===== config.mk =====
export PLATFORM = sky130hd
export DESIGN_NAME = fys_mod_unit
export DESIGN_NICKNAME = d
export VERILOG_FILES = /design/src/sv/fys_pkg.sv /design/src/sv/fys_mod_unit.sv
export SDC_FILE = /design/constraint.sdc
export NUM_CORES = 1
export LEC_CHECK = 0
export BUFFER_PORTS_ARGS = -buffer_cell sky130_fd_sc_hd__buf_4
export CAP_MARGIN = 40
export CORE_MARGIN = 10
export CORE_UTILIZATION = 30
export CTS_CLUSTER_DIAMETER = 150
export DETAILED_ROUTE_END_ITERATION = 7
export PLACE_DENSITY_LB_ADDON = 0.08
export SKIP_LAST_GASP = 1
export SYNTH_ARGS = -nofsm -noshare
export SYNTH_HDL_FRONTEND = slang
export SYNTH_SLANG_ARGS = --single-unit

===== constraint.sdc =====
create_clock -name clk -period 2.8 [get_ports clk]
set_input_delay 0.56 -clock clk [delete_from_list [all_inputs] [get_ports clk]]
set_output_delay 0.56 -clock clk [all_outputs]
set_load 0.05 [all_outputs]

===== src/sv/fys_pkg.sv =====
// Package for the Fisher-Yates sampler: field widths, register indexes,
// controller states. No dependencies.
`timescale 1ns / 1ps

package fys_pkg;

	// Fixed field widths
	localparam int WORD_W   = 32;
	localparam int CNT_W    = 11;
	localparam int SAMPLE_W = 10;
	localparam int CFG_IDX_W = 2;

	// Epoch tag stored with each table entry; tag 0 marks a cleared entry
	localparam int EPOCH_W = 8;

	// Configuration register indexes
	localparam logic [CFG_IDX_W-1:0] REG_RANGE_SIZE   = 2'd0;
	localparam logic [CFG_IDX_W-1:0] REG_SAMPLE_COUNT = 2'd1;

	// Controller states
	typedef enum logic [2:0] {
		ST_CLEAR,
		ST_IDLE,
		ST_DIV,
		ST_RD_POS,
		ST_RD_J,
		ST_WR_POS,
		ST_WR_J,
		ST_EMIT
	} fys_state_t;

endpackage


===== src/sv/fys_mod_unit.sv =====
// Bit-serial remainder unit: 32-bit word modulo an 11-bit divisor,
// one quotient bit per cycle. Depends on fys_pkg.
`timescale 1ns / 1ps

module fys_mod_unit (
	input  logic                       clk,
	input  logic                       arst_n,
	input  logic                       start,
	input  logic [fys_pkg::WORD_W-1:0] dividend,
	input  logic [fys_pkg::CNT_W-1:0]  divisor,
	output logic                       done,
	output logic [fys_pkg::CNT_W-1:0]  remainder
);

	localparam int STEP_W = $clog2(fys_pkg::WORD_W);

	logic                       busy_q;
	logic                       done_q;
	logic [STEP_W-1:0]          step_q;
	logic [fys_pkg::WORD_W-1:0] dvd_q;
	logic [fys_pkg::CNT_W-1:0]  dvs_q;
	logic [fys_pkg::CNT_W-1:0]  rem_q;

	logic [fys_pkg::CNT_W:0]    trial;
	logic [fys_pkg::CNT_W:0]    diff;
	logic [fys_pkg::CNT_W-1:0]  rem_next;

	// Restoring step: shift in the next dividend bit, subtract if it fits
	always_comb begin
		trial    = {rem_q, dvd_q[fys_pkg::WORD_W-1]};
		diff     = trial - {1'b0, dvs_q};
		rem_next = (trial >= {1'b0, dvs_q}) ? diff[fys_pkg::CNT_W-1:0]
		                                    : trial[fys_pkg::CNT_W-1:0];
	end

	// Control: busy while stepping through the dividend bits, then a one-cycle done pulse
	always_ff @(posedge clk or negedge arst_n) begin
		if (!arst_n) begin
			busy_q <= 1'b0;
			done_q <= 1'b0;
			step_q <= '0;
		end else begin
			done_q <= 1'b0;
			if (start) begin
				busy_q <= 1'b1;
				step_q <= '0;
			end else if (busy_q) begin
				step_q <= step_q + 1'b1;
				if (step_q == STEP_W'(fys_pkg::WORD_W - 1)) begin
					busy_q <= 1'b0;
					done_q <= 1'b1;
				end
			end
		end
	end

	// Datapath
	always_ff @(posedge clk) begin
		if (start) begin
			dvd_q <= dividend;
			dvs_q <= divisor;
			rem_q <= '0;
		end else if (busy_q) begin
			dvd_q <= {dvd_q[fys_pkg::WORD_W-2:0], 1'b0};
			rem_q <= rem_next;
		end
	end

	assign done      = done_q;
	assign remainder = rem_q;

endmodule


==> metrics.txt, run 1 <==
status complete, no violations; Critical Path Fanout Max 4; vias in the first global route approximately 2200; largest net degree at the start of global routing 33; Max Root-Sink Buffers 2; TNS Setup 0 ns; Period minus WS final 2.51 ns; Slew Limit Fails 0; Initial DRT Pass Iterations 4; post-DP HPWL 5020 um; total track usage 9.75%; Skew-Pair Late Insertion Delay between 0.3 and 0.4 ns; first-pass GRT wire length about 11000 um; CTS root buf clkbuf_8; Max-slew headroom approximately 55%; area of the multi-input gates 0.00128 mm^2; 1st-iter DRT viols 62; CTS resizes 0; syn_nets 313; port bufs between 50 and 60; RSZ-0062 raised after global routing no; synthesized flop and latch total just over 60; element type at the critical path start register; Max Clk Rate 399 MHz; Tcrit/Tclk final slightly below 90%; clk slew on worst S/H paths approximately 0.07 ns; adder-cell share of the synthesized area under 10%; number of synthesized flops with an enable pin 43; initial antenna violation count 0; xor and xnor area share after synthesis about 1.7%; Avg Vias per Cell about 4.6; Die Area between 0.01 and 0.015 mm^2; cts bufs inserted 9; largest family of logic cells by synthesized area multiplexers; compound-gate portion of the synthesized area 9.50%; Layout area overhead 23.9%; Clock Skews 0.00892 ns; sequential area share after synthesis a little over half; Most used DFF post-synth edfxtp_1; core area around 0.0099 mm^2; Ys Warns 0; Hold Crit Class in2async; cell count after synthesis between 200 and 300; Final Hold Vio Count 0; CTS H-tree lvls 3; final setup fails 0; antenna-violating nets left 0; fin util approximately two fifths; postcts setup bufs 0; Max-cap violations 0; Worst EP arrival ~2.8 ns; critical path endpoint category register; routed vias around 2100; synth unique cells a little under 50; Avg Inst Size Synth between 10 and 15 um^2; wire per inst 15.2 um; # DRC 0; # nets final about 380; ant diodes 0; simple-gate area share of the yosys netlist 10.2%; # IOs 58; VDD IR max approximately 0.00022 V; Starting Density between 30% and 40%; Rows 36; CTS Sinks 61; Total Routed Length around 6900 um; PwrDens between 700 and 800 mW/mm^2; fraction of layout instances using a drive strength above 1 roughly a third; CP required 3.05 ns; die height about 120 um; CP Class reg2reg; # hold bufs at CTS 0; CTS tree yes; async set-reset flop share out of synthesis approximately 11%; FF+latch area about 0.0017 mm^2; grt total ovfl 0; gpl congestion around 0.83; Leak approximately 1.6 nW; layout filler cell count 1030; overall power between 2 and 3 mW; Tightest Pin Transition around 0.67 ns; Die X 121 um; mux contribution to synthesized area between 10% and 20%; Post-Syn Area slightly above 0.003 mm^2
[layout by cell type (no fill, tap or decap), drive strengths merged, types with 8 or more instances in the layout]
cell,n
a21oi,8
buf,61
clkbuf,9
dfxtp,11
edfxtp,43
ha,13
inv,17
mux2,32
mux2i,8
nand2,12
nor2,27
o21ai,11
[registers in the layout, indices dropped and copies added, names as in the netlist]
| signal | flops |
|---|---|
| busy_q | 1 |
| done | 1 |
| dvd_q | 32 |
| dvs_q | 11 |
| remainder | 11 |
| step_q | 5 |
[path summary, 6_finish.rpt]
check / start / slack [ns] / cells past startpoint / endpoint
setup reg to reg: dvd_q[31]$_DFFE_PP_ / 0.29 / 9 / remainder[6]$_SDFFE_PP0P_
max in group asynchronous: arst_n / 2.65 / 1 / step_q[0]$_DFFE_PN0P_
hold / removal: arst_n / 0.02 / 1 / step_q[3]$_DFFE_PN0P_
setup / recovery: dvd_q[31]$_DFFE_PP_ / 0.29 / 9 / remainder[6]$_SDFFE_PP0P_
hold reg to reg: remainder[8]$_SDFFE_PP0P_ / 0.50 / 2 / remainder[8]$_SDFFE_PP0P_
min in group clk: divisor[6] / 0.39 / 1 / dvs_q[6]$_DFFE_PP_
[area by class of cell]
class	count	share of cell area, %
flip-flops and latches	61	44.2
clock inverters	7	1.08
repair buffers	61	12.0
clock buffers	9	3.24
multi-input cells	166	33.6
well taps	133	4.36
inverters	16	1.57
[power by group]
part | leakage [nW] | internal [mW] | switching, mW
clock network | 0.0805 | 0.314 | 0.366
registers | 0.629 | 1.10 | 0.0843
logic | 0.933 | 0.470 | 0.645
total | 1.64 | 1.88 | 1.10
[synth_stat cells (7+ instances only)]
| library cell | count | area, um^2 |
|---|---|---|
| a21oi_1 | 8 | 40.0 |
| nand2_1 | 12 | 45.0 |
| mux2i_1 | 8 | 80.1 |
| inv_1 | 16 | 60.1 |
| ha_1 | 13 | 163 |
| dfxtp_1 | 11 | 220 |
| edfxtp_1 | 43 | 1290 |
| mux2_2 | 32 | 360 |
| nor2_1 | 27 | 101 |
| o21ai_0 | 11 | 55.1 |
| dfrtp_1 | 7 | 175 |
| clkbuf_1 | 7 | 26.3 |
[critical path: stages, from the launching register on]
cell and delay (ns):
edfxtp_1 0.32, inv_1 0.05, ha_1 0.21, fa_1 0.40, nand2b_1 0.18, a21oi_1 0.22, o2111a_1 0.29, nor2_1 0.11
or3b_1 0.38, a311oi_1 0.24
[layer usage]
metal / routed length [um] / GRT usage [%]
met3: 527 / 4.98
met2: 3190 / 15.2
met5: 0 / 0
met1: 3060 / 11.4
met4: 118 / 3.06
[cells by family (layout without fill, tap and decap cells)]
logic type,after synthesis,count (layout)
adders and majority gates,14,14
and+or+nand+nor,63,63
AOI/OAI and AO/OA,43,43
muxes,40,40
DFF,61,61
buffers and inverters,26,93
xor gates and xnor gates,6,6
[metrics by stage]
stage	std cells	area (um^2)	hold slack, ns	setup slack (ns)
6_report	453	3820	0.0189	0.293
5_1_grt	453	3820	0.00544	0.118
4_1_cts	453	3820	0.0104	0.292
3_5_place_dp	437	3650	0.381	0.313
3_3_place_gp	437	3650	0.380	0.362
2_1_floorplan	253	3080	0.264	0.174
Power figures use the tool's default switching activity.
==> run 2: changes to the inputs <==
--- a/config.mk
+++ b/config.mk
@@ -6,4 +6,5 @@
 export NUM_CORES = 1
 export LEC_CHECK = 0
+export ABC_AREA = 1
 export BUFFER_PORTS_ARGS = -buffer_cell sky130_fd_sc_hd__buf_4
 export CAP_MARGIN = 40
==> constraint.sdc (replaced) <==
create_clock -name clk -period 2.8 [get_ports clk]
set_input_delay 0.84 -clock clk [delete_from_list [all_inputs] [get_ports clk]]
set_output_delay 0.84 -clock clk [all_outputs]
set_load 0.05 [all_outputs]
==> metrics.txt, run 2 <==
critical path endpoint category register (unchanged); number of synthesized flops with an enable pin 43 (unchanged); Final Hold Vio Count 0 (unchanged); Psw 1.44 mW (was 1.10 mW); Post-Syn Area 0.00330 mm^2 (was 0.00308 mm^2); Switching Share 41.2% (was 36.8%); # nets final 523 (was 375); Die X 125 um (was 121 um); Initial DRT Pass Iterations 4 (unchanged); largest net degree at the start of global routing 33 (unchanged); most frequent cell after synthesis nand2_1 (was edfxtp_1); Seq pwr share 34.3% (was 39.7%); most frequent cells in the layout 166 x nand2_1, 64 x buf_4, 59 x inv_1 (was 61 x buf_4, 43 x edfxtp_1, 32 x mux2_2); synth unique cells 28 (was 49); overall power 3.48 mW (was 2.98 mW); PwrDens 858 mW/mm^2 (was 779 mW/mm^2); worst-path cell chain inv_1 > ha_1 > fa_1 > inv_1 > nand2_2 > nand2_2 > nand2_2 > nand2_1 > nand2_2 > nand3_2 > nand2_1 > nand3_1 > o21ai_1 (was inv_1 > ha_1 > fa_1 > nand2b_1 > a21oi_1 > o2111a_1 > nor2_1 > or3b_1 > a311oi_1); Slew Limit Fails 0 (unchanged); Critical Path Fanout Max 12 (was 4); die height 125 um (was 121 um); Avg Inst Size Synth 8.22 um^2 (was 12.2 um^2); CP required 3.02 ns (was 3.05 ns); cell count after synthesis 401 (was 253); TNS Setup 0 ns (unchanged); Most used DFF post-synth edfxtp_1 (unchanged); Clock Power Share 21.7% (was 22.9%); CP Class reg2reg (unchanged); max reg flops 32 (unchanged); Leak 2.07 nW (was 1.64 nW); Max Clk Rate 443 MHz (was 399 MHz); element type at the critical path start register (unchanged); vias in the first global route 2770 (was 2206); Skew-Pair Late Insertion Delay 0.33 ns (was 0.34 ns); Tcrit/Tclk final 80.6% (was 89.5%); CTS root buf clkbuf_8 (unchanged); CP max-delay cell fa_1 (unchanged); top cells by area, synth edfxtp_1 39%, nand2_1 19%, inv_1 6.7%, dfxtp_1 6.7%, dfrtp_1 5.3% (was edfxtp_1 42%, mux2_2 12%, dfxtp_1 7.1%, dfrtp_1 5.7%, ha_1 5.3%); Max-slew headroom 74.2% (was 55.2%); antenna-violating nets left 0 (unchanged); Starting Density 30.5% (was 31.1%); CTS tree yes (unchanged); Total Routed Length 7890 um (was 6900 um); wire per inst 13.0 um (was 15.2 um); post-synth top area share 39.2% (was 41.9%); largest register by flop count dvd_q (unchanged); Placed Cells 592 (was 437); cell repeated most along the worst path nand2_2; routed vias 2640 (was 2082); Int Pwr 2.05 mW (was 1.88 mW); 1st-iter DRT viols 126 (was 62); Post-synth top cells 166 x nand2_1, 59 x inv_1, 43 x edfxtp_1 (was 43 x edfxtp_1, 32 x mux2_2, 27 x nor2_1); # IOs 58 (unchanged); gpl congestion 0.817 (was 0.833); Hold Crit Class in2async (unchanged); post-DP HPWL 5930 um (was 5020 um); slowest cell delay on critical path 0.42 ns (was 0.40 ns); sequential area share after synthesis 51.2% (was 54.7%); fraction of layout instances using a drive strength above 1 20.3% (was 34.4%); core area 0.0108 mm^2 (was 0.00991 mm^2); GRT busiest layer met2 (unchanged); cts bufs inserted 9 (unchanged); Worst path top cell family by delay simple AND/OR/NAND/NOR gates (was compound AO/OA/AOI/OAI gates); RSZ-0062 raised after global routing no (unchanged); clk slew on worst S/H paths 0.07 ns (about the same); met3 global-route usage 3.19% (was 4.98%); synthesized flop and latch total 61 (unchanged); Layout area overhead 23.1% (was 23.9%); status complete, no violations (unchanged); port bufs 57 (unchanged); Max-cap violations 0 (unchanged); placed instance area 0.00388 mm^2 (was 0.00365 mm^2); CTS Sinks 61 (unchanged); Clock Skews 0.00990 ns (was 0.00892 ns); syn_nets 461 (was 313); postcts setup bufs 0 (unchanged); grt total ovfl 0 (unchanged); # DRC 0 (unchanged); Worst EP arrival 2.48 ns (was 2.75 ns); post-route insts no fill 608 (was 453); final setup fails 0 (unchanged); routing usage on met1 13.2% (was 11.4%); initial antenna violation count 0 (unchanged); Period minus WS final 2.26 ns (was 2.51 ns); Die Area 0.0156 mm^2 (was 0.0147 mm^2); async set-reset flop share out of synthesis 11.5% (unchanged); met2 track demand over resource 16.0% (was 15.2%); Rows 38 (was 36); Ys Warns 0 (unchanged); Tightest Pin Transition 0.386 ns (was 0.669 ns); VDD IR max 0.000364 V (was 0.000225 V); CTS resizes 0 (unchanged); Max Root-Sink Buffers 2 (unchanged); number of buffer and inverter stages on the critical path 2 (was 1); CTS H-tree lvls 3 (unchanged); total track usage 10.3% (was 9.75%); top cell type by total area after synthesis edfxtp_1 (unchanged); ant diodes 0 (unchanged); # hold bufs at CTS 0 (unchanged); Logic pwr share 44.0% (was 37.5%); Avg Vias per Cell 4.34 (was 4.60); first-pass GRT wire length 13200 um (was 11400 um); design area 0.00406 mm^2 (was 0.00382 mm^2); commonest non-fill, non-tap cell in the layout nand2_1 (was buf_4)
## run 2: cells by family (layout without fill, tap and decap cells)
family / after synthesis / in the layout / share of synthesized area, %
AOI/OAI and AO/OA: 14 / 14 / 2.35
xor gates and xnor gates: 3 / 3 / 0.797
DFF: 61 / 61 / 51.2
adders and majority gates: 14 / 14 / 5.54
buffers and inverters: 74 / 141 / 9.23
and+or+nand+nor: 235 / 235 / 30.9
## run 2: area by class of cell
cell class	instances	area, um^2
clock buffer	10	128
clock inverter	6	53.8
fill	1143	6740
inverter	61	229
multi-input combinational	266	1310
sequential	61	1690
tap	140	175
timing repair buffer	64	480
## run 2: worst register-to-register path, delay by kind of cell (launching register included)
kind / cells / cell delay (ns)
buf+inv: 2 / 0.19
fa+ha+maj: 2 / 0.64
flops: 1 / 0.32
compound gates: 1 / 0.06
simple gates: 8 / 0.94
## run 2: power groups by stage
stage	logic (mW)	registers [mW]	clock network, mW
final	1.53	1.20	0.756
after global routing	1.71	1.21	0.826
after CTS	1.55	1.20	0.779
after detailed placement	1.54	1.22	0
after global placement	1.55	1.21	0
after floorplan	0.939	1.43	0
## run 2: path summary, 6_finish.rpt
path	start	to	slack (ns)	depth (start not counted)
max	dvd_q[31]$_DFFE_PP_	remainder[1]$_SDFFE_PP0P_	0.54	13
min	arst_n	step_q[2]$_DFFE_PN0P_	0.31	1
max reg2reg	dvd_q[31]$_DFFE_PP_	remainder[1]$_SDFFE_PP0P_	0.54	13
min reg2reg	remainder[10]$_SDFFE_PP0P_	remainder[10]$_SDFFE_PP0P_	0.49	2
max in group asynchronous	arst_n	busy_q$_DFF_PN0_	2.35	1
min in group clk	remainder[10]$_SDFFE_PP0P_	remainder[10]$_SDFFE_PP0P_	0.49	2
## run 2: stage by stage
stage / utilization, % / hold WS, ns / worst slack (ns)
2_1_floorplan: - / 0.486 / 0.583
3_3_place_gp: 35.9 / 0.480 / 0.620
3_5_place_dp: 35.9 / 0.481 / 0.561
4_1_cts: 37.6 / 0.297 / 0.543
5_1_grt: 37.6 / 0.293 / 0.370
6_report: 37.6 / 0.309 / 0.543
## run 2: metal layers
layer	up-vias	wire (um)
met2	48	3600
met5	-	0
li1	1393	-
met1	1193	3840
met3	6	367
met4	0	78
